[src/rtl/mqcs_pkg.sv]
// Package for the MQTT client session controller: payload structs, codes and constants.
// No dependencies.
`default_nettype none
package mqcs_pkg;

    typedef enum logic [2:0] {
        KIND_POLL    = 3'd0,
        KIND_CONNECT = 3'd1,
        KIND_SEND    = 3'd2,
        KIND_BYTE    = 3'd3,
        KIND_RXFAIL  = 3'd4,
        KIND_ENQUEUE = 3'd5,
        KIND_BAD6    = 3'd6,
        KIND_BAD7    = 3'd7
    } kind_t;

    typedef enum logic [2:0] {
        ACT_NONE    = 3'd0,
        ACT_OPEN    = 3'd1,
        ACT_CONNECT = 3'd2,
        ACT_QUEUE   = 3'd3,
        ACT_PING    = 3'd4,
        ACT_READ    = 3'd5,
        ACT_CLOSE   = 3'd6
    } action_t;

    typedef enum logic [2:0] {
        ST_OK        = 3'd0,
        ST_PARAM     = 3'd1,
        ST_STATE     = 3'd2,
        ST_NOT_READY = 3'd3,
        ST_TIMEOUT   = 3'd4,
        ST_INVALID   = 3'd5,
        ST_IO        = 3'd6,
        ST_NO_SPACE  = 3'd7
    } status_t;

    typedef enum logic [1:0] {
        MODE_DISC      = 2'd0,
        MODE_SENDING   = 2'd1,
        MODE_WAITING   = 2'd2,
        MODE_CONNECTED = 2'd3
    } mode_t;

    typedef enum logic [1:0] {
        FL_NONE    = 2'd0,
        FL_CONNECT = 2'd1,
        FL_PING    = 2'd2,
        FL_QUEUE   = 2'd3
    } flight_t;

    localparam logic [2:0] REG_ENABLE    = 3'd0;
    localparam logic [2:0] REG_KEEPALIVE = 3'd1;
    localparam logic [2:0] REG_TIMEOUT   = 3'd2;
    localparam logic [2:0] REG_BO_INIT   = 3'd3;
    localparam logic [2:0] REG_BO_MAX    = 3'd4;

    localparam logic [7:0] PINGRESP_TYPE  = 8'hD0;
    localparam logic [7:0] CONNACK_TYPE   = 8'h20;
    localparam logic [7:0] CONNACK_LEN    = 8'h02;
    localparam logic [7:0] CONNACK_RC_MAX = 8'h05;
    localparam logic [31:0] MS_PER_S      = 32'd1000;
    localparam logic [31:0] HALF_RANGE    = 32'h8000_0000;

    typedef struct packed {
        logic [2:0]  kind;
        logic [31:0] now_ms;
        logic [31:0] poll_budget;
        logic        ok;
        logic        packet_done;
        logic [7:0]  rx_byte;
        logic        rx_not_ready;
    } in_item_t;

    typedef struct packed {
        logic [2:0]  action;
        logic [31:0] open_timeout;
        logic [2:0]  status;
        logic [1:0]  session_state;
        logic        connected;
        logic [6:0]  pending;
        logic [31:0] dropped;
    } out_item_t;

    // Classified event handed from the front part to the back part.
    typedef struct packed {
        in_item_t    item;
        logic        budget_zero;
    } ev_t;

    typedef struct packed {
        logic        enable;
        logic [15:0] ka_secs;
        logic [31:0] conn_timeout;
        logic [31:0] backoff_initial_ms;
        logic [31:0] backoff_max_ms;
    } cfg_t;

endpackage
`default_nettype wire

[src/rtl/mqcs_front.sv]
// Front part: accepts events, classifies them and holds them in a two-entry queue.
// Depends on mqcs_pkg.
`default_nettype none
module mqcs_front (
    input  wire logic               clk,
    input  wire logic               rst_n,
    input  wire logic               push,
    output logic                    full,
    input  wire mqcs_pkg::in_item_t in_item,
    output logic                    ev_valid,
    input  wire logic               ev_take,
    output mqcs_pkg::ev_t           ev
);
    mqcs_pkg::ev_t slot_reg [2];
    logic          rd_reg, wr_reg;
    logic [1:0]    cnt_reg;
    mqcs_pkg::ev_t cls;
    logic          do_push, do_pop;

    always_comb
    begin
        cls.item        = in_item;
        cls.budget_zero = (in_item.poll_budget == 32'd0);
    end

    assign full     = (cnt_reg == 2'd2);
    assign ev_valid = (cnt_reg != 2'd0);
    assign ev       = slot_reg[rd_reg];
    assign do_push  = push && !full;
    assign do_pop   = ev_take && ev_valid;

    always_ff @(posedge clk)
    begin
        if (do_push)
        begin
            slot_reg[wr_reg] <= cls;
        end
    end

    always_ff @(posedge clk or negedge rst_n)
    begin
        if (!rst_n)
        begin
            rd_reg  <= 1'b0;
            wr_reg  <= 1'b0;
            cnt_reg <= 2'd0;
        end
        else
        begin
            if (do_push) wr_reg <= ~wr_reg;
            if (do_pop)  rd_reg <= ~rd_reg;
            cnt_reg <= cnt_reg + 2'(do_push) - 2'(do_pop);
        end
    end

`ifndef SYNTHESIS
    a_no_overflow: assert property (@(posedge clk) disable iff (!rst_n)
        cnt_reg != 2'd3) else $error("front queue count out of range");
    a_pop_nonempty: assert property (@(posedge clk) disable iff (!rst_n)
        (cnt_reg == 2'd0) |-> !ev_valid) else $error("event shown while empty");
    a_count: assert property (@(posedge clk) disable iff (!rst_n)
        (do_push && !do_pop) |=> cnt_reg == $past(cnt_reg) + 2'd1)
        else $error("front count did not advance");
`endif
endmodule
`default_nettype wire

[src/rtl/mqcs_back.sv]
// Back part: session state, timers, backoff and receive checks; one event per cycle while results are taken.
// Depends on mqcs_pkg.
`default_nettype none
module mqcs_back #(
    parameter int QUEUE_SLOTS = 16
) (
    input  wire logic                clk,
    input  wire logic                rst_n,
    input  wire logic                ev_valid,
    output logic                     ev_take,
    input  wire mqcs_pkg::ev_t       ev,
    input  wire mqcs_pkg::cfg_t      cfg,
    output logic                     out_valid,
    input  wire logic                out_take,
    output mqcs_pkg::out_item_t      out_item
);
    mqcs_pkg::mode_t   mode_reg, mode_next;
    mqcs_pkg::flight_t fl_reg, fl_next;
    logic        up_reg, up_next, ping_reg, ping_next;
    logic [1:0]  rxp_reg, rxp_next;
    logic [7:0]  code_reg, code_next;
    logic [31:0] last_reg, last_next, recon_reg, recon_next;
    logic [31:0] bo_reg, bo_next, climit_reg, climit_next, drop_reg, drop_next;
    logic [6:0]  fill_reg, fill_next;
    logic [31:0] ka_reg;
    logic        hold_reg;
    mqcs_pkg::out_item_t res_reg;

    logic [2:0]  act, st;
    logic [31:0] tmo, now, since, d0, dly;
    logic        go, drop, retry, bad;

    // Keepalive in milliseconds is registered off the config; the user writes it only while idle, not enforced here.
    always_ff @(posedge clk)
    begin
        ka_reg <= 32'(cfg.ka_secs) * mqcs_pkg::MS_PER_S;
    end

    assign ev_take = ev_valid && (!hold_reg || out_take);
    assign go      = ev_take;
    assign now     = ev.item.now_ms;
    assign since   = now - last_reg;
    assign d0      = (bo_reg == 32'd0) ? cfg.backoff_initial_ms : bo_reg;
    assign dly     = (d0 < cfg.backoff_max_ms) ?
                     ((d0 > (cfg.backoff_max_ms >> 1)) ? cfg.backoff_max_ms : d0 << 1) : d0;

    always_comb
    begin
        mode_next = mode_reg; fl_next = fl_reg; up_next = up_reg; ping_next = ping_reg;
        rxp_next = rxp_reg; code_next = code_reg; last_next = last_reg;
        recon_next = recon_reg; bo_next = bo_reg; climit_next = climit_reg;
        fill_next = fill_reg; drop_next = drop_reg;
        act = 3'(mqcs_pkg::ACT_NONE); tmo = 32'd0; st = 3'(mqcs_pkg::ST_OK);
        drop = 1'b0; retry = 1'b0; bad = 1'b0;
        unique case (mqcs_pkg::kind_t'(ev.item.kind))
            mqcs_pkg::KIND_POLL:
            begin
                if (ev.budget_zero) st = 3'(mqcs_pkg::ST_PARAM);
                else if (!cfg.enable) st = 3'(mqcs_pkg::ST_STATE);
                else
                begin
                    unique case (mode_reg)
                        mqcs_pkg::MODE_DISC:
                            if ((now - recon_reg) >= mqcs_pkg::HALF_RANGE)
                                st = 3'(mqcs_pkg::ST_NOT_READY);
                            else
                            begin
                                tmo = (cfg.conn_timeout > ev.item.poll_budget) ?
                                      ev.item.poll_budget : cfg.conn_timeout;
                                fl_next = mqcs_pkg::FL_CONNECT;
                                act = 3'(mqcs_pkg::ACT_OPEN);
                            end
                        mqcs_pkg::MODE_SENDING:
                        begin
                            fl_next = mqcs_pkg::FL_CONNECT;
                            act = 3'(mqcs_pkg::ACT_CONNECT);
                        end
                        mqcs_pkg::MODE_WAITING:
                            if ((now - climit_reg) < mqcs_pkg::HALF_RANGE)
                            begin
                                drop = 1'b1; st = 3'(mqcs_pkg::ST_TIMEOUT);
                            end
                            else act = 3'(mqcs_pkg::ACT_READ);
                        mqcs_pkg::MODE_CONNECTED:
                        begin
                            priority if (ping_reg && since >= ka_reg)
                            begin
                                drop = 1'b1; st = 3'(mqcs_pkg::ST_TIMEOUT);
                            end
                            else if (fl_reg == mqcs_pkg::FL_PING) act = 3'(mqcs_pkg::ACT_PING);
                            else if (rxp_reg != 2'd0 || ping_reg) act = 3'(mqcs_pkg::ACT_READ);
                            else if (fill_reg != 7'd0)
                            begin
                                fl_next = mqcs_pkg::FL_QUEUE; act = 3'(mqcs_pkg::ACT_QUEUE);
                            end
                            else if (since >= ka_reg)
                            begin
                                ping_next = 1'b1; fl_next = mqcs_pkg::FL_PING;
                                act = 3'(mqcs_pkg::ACT_PING);
                            end
                            else act = 3'(mqcs_pkg::ACT_READ);
                        end
                    endcase
                end
            end
            mqcs_pkg::KIND_CONNECT:
            begin
                if (mode_reg != mqcs_pkg::MODE_DISC || fl_reg != mqcs_pkg::FL_CONNECT)
                    st = 3'(mqcs_pkg::ST_STATE);
                else if (!ev.item.ok)
                begin
                    fl_next = mqcs_pkg::FL_NONE; up_next = 1'b0; retry = 1'b1;
                    st = 3'(mqcs_pkg::ST_IO);
                end
                else
                begin
                    up_next = 1'b0; mode_next = mqcs_pkg::MODE_SENDING; ping_next = 1'b0;
                    rxp_next = 2'd0; last_next = now;
                end
            end
            mqcs_pkg::KIND_SEND:
            begin
                if (!((mode_reg == mqcs_pkg::MODE_SENDING && fl_reg == mqcs_pkg::FL_CONNECT) ||
                      (mode_reg == mqcs_pkg::MODE_CONNECTED &&
                       (fl_reg == mqcs_pkg::FL_PING || fl_reg == mqcs_pkg::FL_QUEUE))))
                    st = 3'(mqcs_pkg::ST_STATE);
                else if (!ev.item.ok)
                begin
                    drop = 1'b1; st = 3'(mqcs_pkg::ST_IO);
                end
                else
                begin
                    last_next = now;
                    if (ev.item.packet_done)
                    begin
                        if (mode_reg == mqcs_pkg::MODE_SENDING)
                        begin
                            rxp_next = 2'd0; climit_next = now + cfg.conn_timeout;
                            mode_next = mqcs_pkg::MODE_WAITING;
                        end
                        else if (fl_reg == mqcs_pkg::FL_QUEUE && fill_reg != 7'd0)
                            fill_next = fill_reg - 7'd1;
                        fl_next = mqcs_pkg::FL_NONE;
                    end
                end
            end
            mqcs_pkg::KIND_BYTE:
            begin
                if (mode_reg == mqcs_pkg::MODE_WAITING)
                begin
                    unique case (rxp_reg)
                        2'd0: bad = ev.item.rx_byte != mqcs_pkg::CONNACK_TYPE;
                        2'd1: bad = ev.item.rx_byte != mqcs_pkg::CONNACK_LEN;
                        2'd2: bad = ev.item.rx_byte != 8'd0;
                        2'd3: bad = ev.item.rx_byte > mqcs_pkg::CONNACK_RC_MAX;
                    endcase
                    if (bad)
                    begin
                        drop = 1'b1; st = 3'(mqcs_pkg::ST_INVALID);
                    end
                    else if (rxp_reg != 2'd3) rxp_next = rxp_reg + 2'd1;
                    else
                    begin
                        code_next = ev.item.rx_byte; rxp_next = 2'd0;
                        if (ev.item.rx_byte != 8'd0)
                        begin
                            drop = 1'b1; st = 3'(mqcs_pkg::ST_IO);
                        end
                        else
                        begin
                            mode_next = mqcs_pkg::MODE_CONNECTED; up_next = 1'b1;
                            last_next = now; bo_next = cfg.backoff_initial_ms;
                        end
                    end
                end
                else if (mode_reg == mqcs_pkg::MODE_CONNECTED)
                begin
                    bad = (rxp_reg == 2'd0) ? (ev.item.rx_byte != mqcs_pkg::PINGRESP_TYPE)
                                           : (ev.item.rx_byte != 8'd0);
                    if (bad)
                    begin
                        drop = 1'b1; st = 3'(mqcs_pkg::ST_INVALID);
                    end
                    else if (rxp_reg == 2'd0) rxp_next = 2'd1;
                    else
                    begin
                        rxp_next = 2'd0; ping_next = 1'b0; last_next = now;
                    end
                end
                else st = 3'(mqcs_pkg::ST_STATE);
            end
            mqcs_pkg::KIND_RXFAIL:
            begin
                if (mode_reg != mqcs_pkg::MODE_WAITING && mode_reg != mqcs_pkg::MODE_CONNECTED)
                    st = 3'(mqcs_pkg::ST_STATE);
                else if (ev.item.rx_not_ready) st = 3'(mqcs_pkg::ST_NOT_READY);
                else
                begin
                    drop = 1'b1; st = 3'(mqcs_pkg::ST_IO);
                end
            end
            mqcs_pkg::KIND_ENQUEUE:
            begin
                if (fill_reg >= 7'(QUEUE_SLOTS))
                begin
                    if (drop_reg != 32'hFFFF_FFFF) drop_next = drop_reg + 32'd1;
                    st = 3'(mqcs_pkg::ST_NO_SPACE);
                end
                else if (!ev.item.ok) st = 3'(mqcs_pkg::ST_NO_SPACE);
                else fill_next = fill_reg + 7'd1;
            end
            default: st = 3'(mqcs_pkg::ST_PARAM);
        endcase
        if (drop)
        begin
            up_next = 1'b0; mode_next = mqcs_pkg::MODE_DISC; ping_next = 1'b0;
            fl_next = mqcs_pkg::FL_NONE; rxp_next = 2'd0; retry = 1'b1;
            act = 3'(mqcs_pkg::ACT_CLOSE);
        end
        if (retry)
        begin
            recon_next = now + d0; bo_next = dly;
        end
    end

    always_ff @(posedge clk or negedge rst_n)
    begin
        if (!rst_n)
        begin
            mode_reg <= mqcs_pkg::MODE_DISC; fl_reg <= mqcs_pkg::FL_NONE;
            up_reg <= 1'b0; ping_reg <= 1'b0; rxp_reg <= 2'd0; code_reg <= 8'd0;
            last_reg <= 32'd0; recon_reg <= 32'd0; bo_reg <= 32'd1000;
            climit_reg <= 32'd0; fill_reg <= 7'd0; drop_reg <= 32'd0; hold_reg <= 1'b0;
        end
        else
        begin
            if (go)
            begin
                mode_reg <= mode_next; fl_reg <= fl_next; up_reg <= up_next;
                ping_reg <= ping_next; rxp_reg <= rxp_next; code_reg <= code_next;
                last_reg <= last_next; recon_reg <= recon_next; bo_reg <= bo_next;
                climit_reg <= climit_next; fill_reg <= fill_next; drop_reg <= drop_next;
                hold_reg <= 1'b1;
            end
            else if (out_take) hold_reg <= 1'b0;
        end
    end

    always_ff @(posedge clk)
    begin
        if (go)
        begin
            res_reg.action <= act; res_reg.open_timeout <= tmo; res_reg.status <= st;
            res_reg.session_state <= mode_next; res_reg.connected <= up_next;
            res_reg.pending <= fill_next; res_reg.dropped <= drop_next;
        end
    end

    assign out_valid = hold_reg;
    assign out_item  = res_reg;

`ifndef SYNTHESIS
    a_fill_bound: assert property (@(posedge clk) disable iff (!rst_n)
        fill_reg <= 7'(QUEUE_SLOTS)) else $error("queue fill above slot count");
    a_up_mode: assert property (@(posedge clk) disable iff (!rst_n)
        up_reg |-> mode_reg == mqcs_pkg::MODE_CONNECTED) else $error("up while not connected");
    a_no_overwrite: assert property (@(posedge clk) disable iff (!rst_n)
        (hold_reg && !out_take) |-> !ev_take) else $error("result overwritten");
    a_drop_mono: assert property (@(posedge clk) disable iff (!rst_n)
        go |=> drop_reg >= $past(drop_reg)) else $error("drop count fell");
`endif
endmodule
`default_nettype wire

[src/rtl/mqtt_client_session_controller.sv]
// Top level of the MQTT client session controller: config registers, front and back parts.
// Depends on mqcs_pkg, mqcs_front and mqcs_back.
`default_nettype none
// One event is taken per clock cycle while results are popped: a two-entry event
// queue feeds the session engine, which handles each event as it is taken and holds
// its result in an output register until popped, so one result per cycle is sustained.
// A pushed event passes the event queue slot and then the output register before its
// result appears on the result ports. Configuration is registered on the write, and
// keepalive changes are registered once more.
module mqtt_client_session_controller #(
    parameter int QUEUE_SLOTS = 16
) (
    input  wire logic                clk,
    input  wire logic                rst_n,
    input  wire logic                push,
    output logic                     full,
    input  wire mqcs_pkg::in_item_t  in_item,
    output logic                     empty,
    input  wire logic                pop,
    output mqcs_pkg::out_item_t      out_item,
    input  wire logic                cfg_we,
    input  wire logic [2:0]          cfg_index,
    input  wire logic [31:0]         cfg_data
);
    mqcs_pkg::cfg_t cfg_reg;
    mqcs_pkg::ev_t  ev;
    logic           ev_valid, ev_take, out_valid;

    always_ff @(posedge clk or negedge rst_n)
    begin
        if (!rst_n)
        begin
            cfg_reg.enable             <= 1'b0;
            cfg_reg.ka_secs            <= 16'd60;
            cfg_reg.conn_timeout       <= 32'd5000;
            cfg_reg.backoff_initial_ms <= 32'd1000;
            cfg_reg.backoff_max_ms     <= 32'd60000;
        end
        else if (cfg_we)
        begin
            unique case (cfg_index)
                mqcs_pkg::REG_ENABLE:    cfg_reg.enable             <= cfg_data[0];
                mqcs_pkg::REG_KEEPALIVE: cfg_reg.ka_secs            <= cfg_data[15:0];
                mqcs_pkg::REG_TIMEOUT:   cfg_reg.conn_timeout       <= cfg_data;
                mqcs_pkg::REG_BO_INIT:   cfg_reg.backoff_initial_ms <= cfg_data;
                mqcs_pkg::REG_BO_MAX:    cfg_reg.backoff_max_ms     <= cfg_data;
                default: ;
            endcase
        end
    end

    mqcs_front u_front (
        .clk, .rst_n, .push, .full, .in_item,
        .ev_valid, .ev_take, .ev
    );

    mqcs_back #(.QUEUE_SLOTS(QUEUE_SLOTS)) u_back (
        .clk, .rst_n, .ev_valid, .ev_take, .ev, .cfg(cfg_reg),
        .out_valid, .out_take(pop), .out_item
    );

    assign empty = !out_valid;

`ifndef SYNTHESIS
    a_pop_empty: assert property (@(posedge clk) disable iff (!rst_n)
        (!empty && !pop) |=> !empty) else $error("result lost before transfer");
    a_ka_hold: assert property (@(posedge clk) disable iff (!rst_n)
        !cfg_we |=> $stable(cfg_reg)) else $error("config changed without write");
    a_full_back: assert property (@(posedge clk) disable iff (!rst_n)
        full |-> ev_valid) else $error("full with no event waiting");
`endif
endmodule
`default_nettype wire

[config.mk]
export PLATFORM = sky130hd
export DESIGN_NAME = mqtt_client_session_controller
export DESIGN_NICKNAME = d
export VERILOG_FILES = /design/src/rtl/mqcs_pkg.sv /design/src/rtl/mqcs_front.sv /design/src/rtl/mqcs_back.sv /design/src/rtl/mqtt_client_session_controller.sv
export SDC_FILE = /design/constraint.sdc
export NUM_CORES = 1
export LEC_CHECK = 0
export BUFFER_PORTS_ARGS = -buffer_cell sky130_fd_sc_hd__buf_2
export CAP_MARGIN = 20
export CORE_MARGIN = 2
export CORE_UTILIZATION = 55
export CTS_CLUSTER_DIAMETER = 200
export DETAILED_ROUTE_END_ITERATION = 6
export GPL_TIMING_DRIVEN = 0
export PLACE_DENSITY = 0.75
export SYNTH_ARGS = -nofsm -noshare
export SYNTH_HDL_FRONTEND = slang
export SYNTH_SLANG_ARGS = --single-unit
[constraint.sdc]
create_clock -name clk -period 6.29 [get_ports clk]
set_clock_uncertainty 0.05 [all_clocks]
set_input_delay 0.3145 -clock clk [delete_from_list [all_inputs] [get_ports clk]]
set_output_delay 0.3145 -clock clk [all_outputs]
set_load 0.02 [all_outputs]
# ---- Word level (Yosys, flattened, before mapping)
# Memory sizes are Yosys's and may differ from the RTL's.
# Index checks and enable logic that the tools add are counted.
dict set report totals {
  ff_bits 396
  ramBits 158
  in_bits 118
  word_cells 323
  mem_count 1
}
# name words word_bits read_ports rd_ports_with_merged_regs write_ports line
set mem_list {}
lappend mem_list {u_front.slot_reg 2 79 1 0 1 mqcs_front.sv:14} ;# mqcs_pkg::ev_t slot_reg [2];
dict set report classes {
  add_sub_neg 11
  mul 1
  n_lt_le_gt_ge 8
  eq_ne 66
  n_mux 155
  n_bitwise 5
  n_reduce_logical 47
}
# op n
set op_table {}
lappend op_table {{32-bit 2-to-1 mux} 23}
lappend op_table {{32-bit one-hot mux with 3 select lines} 1}
lappend op_table {{32-bit subtractor} 3}
lappend op_table {{2-bit 2-to-1 mux} 38}
lappend op_table {{3-bit 2-to-1 mux} 25}
lappend op_table {{32-bit adder} 2}
lappend op_table {{32-bit zero test} 2}
lappend op_table {{7-bit 2-to-1 mux} 7}
lappend op_table {{1-bit 2-to-1 mux} 48}
lappend op_table {{3-bit by 2-bit inequality test with 1-bit output (second input constant)} 13}
lappend op_table {{32-bit by 1-bit adder with 32-bit output (second input constant)} 1}
lappend op_table {{32-bit by 26-bit greater-or-equal comparator with 1-bit output} 1}
lappend op_table {{32-bit greater-or-equal comparator (second input constant)} 1}
lappend op_table {{32-bit by 31-bit > comparator with 1-bit output} 1}
lappend op_table {{32-bit > comparator} 1}
lappend op_table {{32-bit < comparator} 1}
lappend op_table {{32-bit < comparator (second input constant)} 1}
lappend op_table {{32-bit inequality test (second input constant)} 1}
lappend op_table {{3-bit by 1-bit inequality test with 1-bit output (second input constant)} 8}
lappend op_table {{2-bit one-hot mux with 3 select lines} 4}
lappend op_table {{16-bit by 7-bit multiplier with 23-bit output (second input constant)} 1}
lappend op_table {{4-bit by 3-bit inequality test with 1-bit output (second input constant)} 5}
lappend op_table {{3-bit one-hot mux with 6 select lines} 1}
lappend op_table {{16-bit AND reduction} 1}
lappend op_table {{other kinds (45)} 103}

# ---- Longest topological paths before layout
# Gate-level depths: netlist (run 1).
# An unclocked memory read counts as a cell.
dict set report depth {
  ltp_word 13
  mapped_depth 31
}

# ---- By module
# From an unflattened synthesis (run 1), not the netlist that was laid out.
dict set report hier_totals {
  cells_unflattened 3198
  hier_area_um2 35283.8
}
# mod n_inst cells_each area_per_inst_um2
set by_module_without_submodules {}
lappend by_module_without_submodules {mqcs_back 1 2678 24571.1}
lappend by_module_without_submodules {mqcs_front 1 275 6371.1}
lappend by_module_without_submodules {mqtt_client_session_controller 1 245 4341.7}

# ---- Least setup slack after synthesis (run 1)
# OpenSTA, ideal clock, no wires.
dict set report synth_path {
  path_type {reg2reg}
  startpoint {register u_front.rd_reg}
  endpoint {register u_back.recon_reg[21]}
  setup_time_ps 127
  arrival_time_ps 6311
  required_time_ps 6113
  slack_ps -198
  stages_incl_launch_ff 31
  n_path_buf 6
  period_less_slack_ps 6488
  path_cell_list {dfrtp_1 > buf_4 > buf_4 > clkbuf_1 > clkbuf_1 > mux2i_1 > inv_1 > ha_1 > nor2b_1 > o2111ai_1 > a21oi_1 > o21ai_1 > o21ai_1 > nand3_1 > o21bai_1 > a21o_1 > a21oi_1 > xnor2_1 > ha_1 > nand3_1 > nor3_1 > nor3_1 > a21oi_1 > nor3_1 > o221a_1 > nand4_1 > o32a_1 > o21ai_1 > buf_4 > buf_6 > mux2_1}
}
# element line
set synth_lines {}
lappend synth_lines {{start: declaration} mqcs_front.sv:15} ;# logic rd_reg, wr_reg;
lappend synth_lines {{start signal: assignment} mqcs_front.sv:51} ;# if (do_pop) rd_reg <= ~rd_reg;
lappend synth_lines {{end signal: assignment} mqcs_back.sv:241} ;# last_reg <= last_next; recon_reg <= recon_next; bo_reg <= bo_next;
lappend synth_lines {{end: declaration} mqcs_back.sv:22} ;# logic [31:0] last_reg, last_next, recon_reg, recon_next;

==> results.cfg, run 1 <==
[power]
powerDensity_mw_per_mm2 = 584
p_int_mw = 13.1
seq_power_share_pct = 24.1
vdd_ir_drop_max_mv = 0.687
switchingPower_mw = 10.1
clockPowerShare_pct = 15.1
swShare_pct = 43.6
p_leak_nw = 17.7
pwr-share-comb_pct = 60.8

[synth]
synth_nets = 3695
seq_area_frac_synth_pct = 43.9
syn-instance-count = 3186
syn_area_mm2 = 0.0341
syn_avg_cell_area_um2 = 10.7
synth_edf_count = 238
synthFlopType = dfrtp_1
async_flop_share_pct = 52.9
synth_cell_type_count = 85
ys_seq_elements = 554
synth_warnings = 0

[cells_and_area]
drive_above_1_share_pct = 16.5
nets = 4091
final_cell_mix = nand2_1, ha_1, dfrtp_1
final_common_cell = nand2_1
final_cell_area_mm2 = 0.0398
area_growth_pct = 16.7
fin_cells = 4422
diodes = 0
largest_reg_flops = 158

[global_routing]
antenna_found_initial = 1
use_met3_pct = 3.04
grt_max_degree = 119
use_met1_pct = 38.6
overflow = 0
first_global_vias = 25186
use_met2_pct = 46.0
grt_pass1_wl_um = 140000
top_usage_layer = met2
grt_usage_pct = 28.1

[critical_path]
crit_slowest_cell = o32a_1
regToRegStartpoint = u_front.rd_reg
start_kind = register
cp.required_ns = 6.77
crit_arrival_ns = 6.63
critPathBufInv = 6
crit_path_max_incr_delay_ns = 0.43
crit_start = u_front.rd_reg
cp_max_fo = 14
critical-path-top-delay-family = compound AO/OA/AOI/OAI gates
end_kind = register
critPathKind = register to register

[placement]
placed_cell_area_mm2 = 0.0363
dpl.hpwl_um = 66800
place_ws_ns = -2.11
place_congestion = 0.948
placedCellCount = 4184
io_buffers = 199

[run_status]
status = finished clean

[timing]
layout_setup_ws_ns = 0.141
drv_slew = 0
finalCriticalPeriod_ns = 6.15
worstMarginPinSlew_ns = 1.03
setup_viol = 0
post-route-period-util_pct = 97.8
fmaxAchievable_ghz = 0.163
hold_viol_final = 0
relSlewSlack_pct = 30.7

[clock_network]
cts_buffer_depth = 3
cts.htree.levels = 2
cts_sinks = 554
path_clk_slew_ns = 0.06
cts_root_buf = clkbuf_16
insertion_delay_ns = 0.63
tritoncts = yes
numCtsBuffers = 58

[detailed_routing]
routed_wl_um = 89800
drt_iter0_drc = 1940
viasPerCell = 5.83
dr.pass1.iters = 5
num_vias = 25802
drc = 0
ant_nets = 0
wl_per_cell_um = 20.3

[floorplan]
die_h_um = 253
chipWidth_um = 253
rows = 91
initial_core_util_pct = 55.4
dieArea_mm2 = 0.0640
ioPinCount = 200
fp.coreArea_mm2 = 0.0615

[min_path]
hold_path.startpoint = cfg_data[12]
min_path_type = input port to register

[run]
max_cap_viol_count = 0
## repair_timing
item                       in CTS  in global routing
gates resized for setup        42                 35
setup endpoints to repair      83                 72
hold endpoints to repair      329                  0
pin swaps                       2                  9
buffers inserted                4                 15
hold buffers                  110                  0
gates cloned                    0                  0
## metrics by stage
stage          total power, mW  util (%)  TNS [ns]  hold slack (ns)
2_1_floorplan             16.0         -         0          -0.0311
3_3_place_gp              19.0      58.7   -363.62            0.413
3_5_place_dp              19.2      59.0   -151.66            0.342
4_1_cts                   23.0      64.3         0          0.00770
5_1_grt                   25.3      64.7     -3.95           0.0430
6_report                  23.3      64.7         0           0.0171
## final timing paths
check	to	slack, ns	cells past startpoint
min	cfg_reg[12]	0.02	3
max	u_back.bo_reg[9]	0.14	28
min in group asynchronous	cfg_reg[42]	0.25	2
max reg2reg	u_back.bo_reg[9]	0.14	28
max in group asynchronous	u_front.cnt_reg[1]	4.48	4
min reg2reg	u_back.climit_reg[25]	0.43	2
## logic make-up after synthesis
family / synth area share [%]
fa+ha+maj: 15.6
xor+xnor: 4.42
buf+inv: 3.93
mux: 7.76
simple gates: 11.0
flops: 43.9
compound gates: 13.3
## cells in the mapped netlist, drive strengths merged (5+ instances only)
| cell type | count | share of area, % |
|---|---|---|
| o41ai | 7 | 0.20 |
| and3 | 26 | 0.48 |
| a21boi | 7 | 0.15 |
| fa | 57 | 3.3 |
| dfrtp | 265 | 19 |
| a221o | 6 | 0.18 |
| xor2 | 76 | 2.0 |
| a31oi | 10 | 0.18 |
| nor3 | 55 | 0.81 |
| o21a | 28 | 0.62 |
| and2 | 9 | 0.17 |
| o22ai | 6 | 0.11 |
| nand4 | 52 | 0.95 |
| nor2b | 26 | 0.48 |
| o31ai | 13 | 0.29 |
| nand2 | 333 | 3.7 |
| inv | 254 | 2.8 |
| nor2 | 173 | 1.9 |
| nor4 | 23 | 0.46 |
| o31a | 9 | 0.23 |
| ha | 334 | 12 |
| mux2 | 152 | 5.0 |
| dfxtp | 23 | 1.4 |
| nand2b | 28 | 0.51 |
| o21bai | 14 | 0.31 |
| buf | 22 | 0.44 |
| o21ai | 188 | 2.8 |
| a211o | 5 | 0.13 |
| a211oi | 55 | 1.2 |
| or2 | 8 | 0.15 |
| o221ai | 33 | 1.4 |
| clkbuf | 63 | 0.69 |
| a21o | 86 | 1.9 |
| xnor2 | 96 | 2.5 |
| a21oi | 142 | 2.1 |
| o211ai | 16 | 0.35 |
| dfstp | 28 | 2.2 |
| edfxtp | 238 | 21 |
| a2111oi | 5 | 0.13 |
| mux2i | 93 | 2.7 |
| or3 | 12 | 0.22 |
| nand3 | 55 | 0.82 |
## worst reg2reg max path: cells and delay by family, from the launching register on
kind | cells | cell delay (ns)
adder cells (fa/ha/maj) | 2 | 0.63
buffers and inverters | 6 | 1.01
flip-flops | 1 | 0.36
multiplexers | 1 | 0.34
AND/OR/NAND/NOR | 8 | 1.13
XOR/XNOR | 1 | 0.15
AO/OA/AOI/OAI | 10 | 2.35
## layer usage
metal | vias to the layer above | part of all wire, %
li1 | 12289 | -
met1 | 12583 | 44
met3 | 147 | 5.4
met5 | - | 0
met2 | 783 | 47
met4 | 0 | 3.9
## power groups by stage
| stage | Clock (mW) | Combinational, mW | Sequential [mW] |
|---|---|---|---|
| 6_report | 3.51 | 14.1 | 5.61 |
| 5_1_grt | 3.70 | 15.9 | 5.70 |
| 4_1_cts | 3.55 | 13.9 | 5.60 |
| 3_5_place_dp | 0 | 13.6 | 5.66 |
| 3_3_place_gp | 0 | 13.3 | 5.70 |
| 2_1_floorplan | 0 | 10.3 | 5.69 |
## cell type report
cell class,instances,area (um^2)
Fill cell,4839,21700
Multi-Input combinational cell,2293,18000
Sequential cell,554,15000
Timing Repair Buffer,337,2450
Clock buffer,82,1670
Tap cell,790,988
Inverter,254,956
Buffer,84,485
Clock inverter,28,283
Note: power is estimated with default switching activity, not from simulation.
==> run 2: changes to the inputs <==
- SETUP_SLACK_MARGIN: default -> 0.5
==> run 2 against run 1 <==
Compared with the run above: the flow now finishes with violations (DRC); clock power increased by 4%; sequential power about the same; non-clock buffer count increased by 34; power increased by 4.2%; cell count increased by 0.72%; sequential cell count unchanged; critical path type unchanged; largest power group unchanged.
==> results.cfg, run 2 (synthesis gave the netlist of run 1 again) <==
[detailed_routing]
drt_iter0_drc = 1999
routed_wl_um = 92800
num_vias = 26269
dr.pass1.iters = 7
viasPerCell = 5.90
wl_per_cell_um = 20.8
ant_nets = 0
drc = 7

[power]
vdd_ir_drop_max_mv = 0.617
p_total_mw = 24.2
powerDensity_mw_per_mm2 = 598
p_leak_nw = 18.0

[placement]
place_congestion = 0.914
place_ws_ns = -1.14
placedCellCount = 4183
placed_cell_area_mm2 = 0.0363
dpl.hpwl_um = 67000
io_buffers = 199

[clock_network]
insertion_delay_ns = 0.65
path_clk_slew_ns = 0.06
numCtsBuffers = 57
cts_root_buf = clkbuf_16
cts.htree.levels = 2
tritoncts = yes
cts_buffer_depth = 3
cts_sinks = 554

[floorplan]
fp.coreArea_mm2 = 0.0615
die_h_um = 253
chipWidth_um = 253
rows = 91
initial_core_util_pct = 55.4
ioPinCount = 200
dieArea_mm2 = 0.0640

[critical_path]
crit_path_max_incr_delay_ns = 0.42
start_kind = register
cp.required_ns = 6.76
crit_slowest_cell = o32a_1
crit_arrival_ns = 6.42
crit_top_cell = nor3_2
critPathKind = register to register
end_kind = register
cp_max_fo = 6

[timing]
finalHoldWorstSlack_ns = 0.0209
drv_slew = 0
rsz0062_at_grt = yes
setup_viol = 0
worstMarginPinSlew_ns = 1.04
setup_tns_ns = 0
post-route-period-util_pct = 94.7
layout_setup_ws_ns = 0.335
fmaxAchievable_ghz = 0.168
hold_viol_final = 0
finalCriticalPeriod_ns = 5.95
relSlewSlack_pct = 30.4

[cells_and_area]
final_util_pct = 65.9
diodes = 0
largest_reg_flops = 158
final_common_cell = nand2_1
nets = 4124
nFillCells = 4599
final_cell_area_mm2 = 0.0405
drive_above_1_share_pct = 18.1
ff_latch_area_mm2 = 0.0150
fin_cells = 4454
final_cell_mix = nand2_1, ha_1, dfrtp_1
area_growth_pct = 18.9
multi_input_area_mm2 = 0.0183

[global_routing]
first_global_vias = 25845
antenna_found_initial = 1
grt_max_degree = 117
overflow = 0
grt_usage_pct = 28.7
grt_pass1_wl_um = 143000

[run_status]
violations = DRC
status = complete, but fails checks

[min_path]
min_path_type = input port to register

[run]
max_cap_viol_count = 0
-- run 2: path summary, 6_finish.rpt --
kind	start	endpoint	slack [ns]	depth (start not counted)
worst min register to register	u_back.climit_reg[17]	u_back.climit_reg[17]	0.43	2
min in group asynchronous	rst_n	u_back.bo_reg[27]	0.18	2
worst min-delay path	cfg_index[2]	cfg_reg[112]	0.02	4
worst max-delay path	u_front.rd_reg	u_back.recon_reg[11]	0.34	28
max in group asynchronous	rst_n	u_front.rd_reg	4.90	3
worst max register to register	u_front.rd_reg	u_back.recon_reg[11]	0.34	28
-- run 2: layer usage --
layer  vias up  part of all wire [%]  global-route usage (%)
li1      12342                     -                       -
met1     12790                    43                    38.8
met2       905                    46                    47.0
met3       232                   6.1                    3.95
met4         0                   4.6                    11.4
met5         -                     0                       0
-- run 2: final cells by class --
class,instances,share of cell area [%]
Multi-Input combinational cell,2293,45.1
Sequential cell,554,37.0
Timing Repair Buffer,370,6.81
Clock buffer,78,3.76
Tap cell,790,2.44
Inverter,254,2.36
Buffer,85,1.38
Clock inverter,30,1.15
-- run 2: repair_timing --
action                     in CTS  in global routing
setup endpoints to repair      79                 75
buffers inserted               39                 11
hold endpoints to repair      320                  0
gates resized for setup        81                 49
cloned                          0                  2
hold buffers                  111                  0
pin swaps                      26                 23
-- run 2: critical path: cells and delay by family (launching register included) --
kind            cells  cell delay [ns]
simple gates        7             1.16
xor+xnor            1             0.15
fa+ha+maj           2             0.51
mux                 2             0.63
flops               1             0.41
buf+inv             6             0.90
compound gates     10             1.97
-- run 2: report_power, final --
part,total [mW],internal [mW],switching (mW),leakage (nW)
combinational,15.0,6.53,8.44,11.1
clock,3.65,2.16,1.50,0.956
sequential,5.61,5.00,0.607,6.03
==> run 3: changes to the inputs <==
- REMOVE_ABC_BUFFERS: default -> 1
==> run 3 against run 2 <==
Compared with the run above: the flow now finishes without violations; power down 2.1%; via count down 2.5%; highest routed layer unchanged; worst setup slack better by 0.16 ns; combinational power down 3%; largest power group unchanged.
==> results.cfg, run 3 (synthesis gave the netlist of run 1 again) <==
[detailed_routing]
dr.pass1.iters = 6
num_vias = 25613
wl_per_cell_um = 19.8
drt_iter0_drc = 1738
ant_nets = 0
routed_wl_um = 87200
drc = 0
viasPerCell = 5.82

[clock_network]
cts.htree.levels = 2
numCtsBuffers = 60
insertion_delay_ns = 0.64
cts_root_buf = clkbuf_16
path_clk_slew_ns = 0.07
tritoncts = yes
cts_buffer_depth = 3
cts_sinks = 554

[timing]
drv_slew = 0
finalCriticalPeriod_ns = 5.80
setup_viol = 0
worstMarginPinSlew_ns = 0.960
hold_viol_final = 0
post-route-period-util_pct = 92.2
layout_setup_ws_ns = 0.493
rsz0062_at_grt = yes
fmaxAchievable_ghz = 0.173
relSlewSlack_pct = 35.8

[min_path]
min_path_type = input port to register

[floorplan]
fp.coreArea_mm2 = 0.0615
rows = 91
chipWidth_um = 253
dieArea_mm2 = 0.0640
ioPinCount = 200
initial_core_util_pct = 55.4
die_h_um = 253

[cells_and_area]
nFillCells = 4682
final_cell_area_mm2 = 0.0405
multi_input_area_mm2 = 0.0182
area_growth_pct = 18.8
largest_reg_flops = 158
ff_latch_area_mm2 = 0.0150
final_util_pct = 65.8
final_common_cell = nand2_1
nets = 4068
drive_above_1_share_pct = 17.9
final_cell_mix = nand2_1, ha_1, dfrtp_1

[power]
switchingPower_mw = 10.2
seq_power_share_pct = 23.6
p_leak_nw = 18.0
vdd_ir_drop_max_mv = 0.534
pwr-share-comb_pct = 61.0
clockPowerShare_pct = 15.4
swShare_pct = 43.0
p_int_mw = 13.5
powerDensity_mw_per_mm2 = 586

[placement]
place_ws_ns = -1.79
io_buffers = 199
placed_cell_area_mm2 = 0.0363
place_congestion = 0.900
dpl.hpwl_um = 61900

[critical_path]
end_kind = register
start_kind = register
crit_path_max_incr_delay_ns = 0.54
crit_path_cell_trace = buf_12 -> buf_16 -> mux2_2 -> ha_2 -> nand2_1 -> nor2_2 -> a21boi_2 -> nor2_1 -> o21ai_2 -> buf_4 -> xor2_1 -> ha_1 -> nor2_1 -> nor3_2 -> nor3_1 -> a21oi_1 -> nor3_2 -> o221a_1 -> nand4_1 -> o32a_4 -> o21ai_4 -> buf_4 -> buf_12 -> mux2_1
cp_max_fo = 11
crit_arrival_ns = 6.26
cp.required_ns = 6.75
crit_slowest_cell = dfrtp_4
critPathKind = register to register

[global_routing]
overflow = 0
grt_usage_pct = 27.2
grt_pass1_wl_um = 136000
first_global_vias = 25326
antenna_found_initial = 3
grt_max_degree = 123

[run_status]
status = finished clean

[run]
max_cap_viol_count = 0
==> run 3: path summary, 6_finish.rpt <==
kind	start	to	slack (ns)	depth (start not counted)
setup / recovery	u_front.rd_reg	u_back.recon_reg[29]	0.49	24
hold / removal	cfg_index[1]	cfg_reg[0]	0.06	3
setup reg to reg	u_front.rd_reg	u_back.recon_reg[29]	0.49	24
hold reg to reg	u_back.climit_reg[25]	u_back.climit_reg[25]	0.42	2
max in group asynchronous	rst_n	cfg_reg[63]	4.84	3
min in group asynchronous	rst_n	cfg_reg[32]	0.24	2
==> run 3: power by group through the flow <==
stage | logic, mW | clock network [mW] | registers, mW
2_1_floorplan | 10.2 | 0 | 5.78
5_1_grt | 16.2 | 3.83 | 5.69
4_1_cts | 14.1 | 3.69 | 5.57
3_5_place_dp | 13.5 | 0 | 5.68
6_report | 14.5 | 3.64 | 5.60
3_3_place_gp | 12.9 | 0 | 5.79
==> run 3: worst max-delay path, delay by kind of cell, from the launching register on <==
family                     cells  cell delay (ns)
AOI/OAI and AO/OA              6             1.47
xor gates and xnor gates       1             0.17
adders and majority gates      2             0.70
buffers and inverters          5             0.78
DFF                            1             0.54
muxes                          2             0.78
and+or+nand+nor                8             1.17
==> run 3: repair_timing <==
action / in CTS / in global routing
resized for setup: 47 / 39
endpoints found under the setup margin: 79 / 69
cloned: 3 / 3
hold buffers: 113 / 0
endpoints found under the hold margin: 322 / 0
pin swaps: 13 / 21
buffers inserted: 26 / 19
==> run 3: area by class of cell <==
type | count | share of cell area [%]
tap | 790 | 2.44
inverter | 254 | 2.36
clock buffer | 79 | 3.93
sequential | 554 | 37.0
antenna | 1 | 0.00618
clock inverter | 35 | 1.07
timing repair buffer | 395 | 8.19
multi-input combinational | 2294 | 45.0
==> run 3: stage by stage <==
stage / power [mW] / TNS (ns) / std cells / hold WS [ns]
floorplan: 16.0 / -321.44 / 3101 / -0.0311
global placement: 18.7 / -1212.11 / 4090 / 0.407
detailed placement: 19.2 / -105.06 / 4121 / 0.362
CTS: 23.4 / 0 / 4377 / 0.0274
global route: 25.7 / 0 / 4401 / 0.0885
finish: 23.7 / 0 / 4402 / 0.0593
==> run 3: per-layer routing <==
metal	vias to the layer above	share of wire, %	track usage, %
met3	199	5.4	3.79
met4	0	4.3	12.7
li1	12240	-	-
met5	-	0	0
met1	12446	42	35.4
met2	728	48	45.0
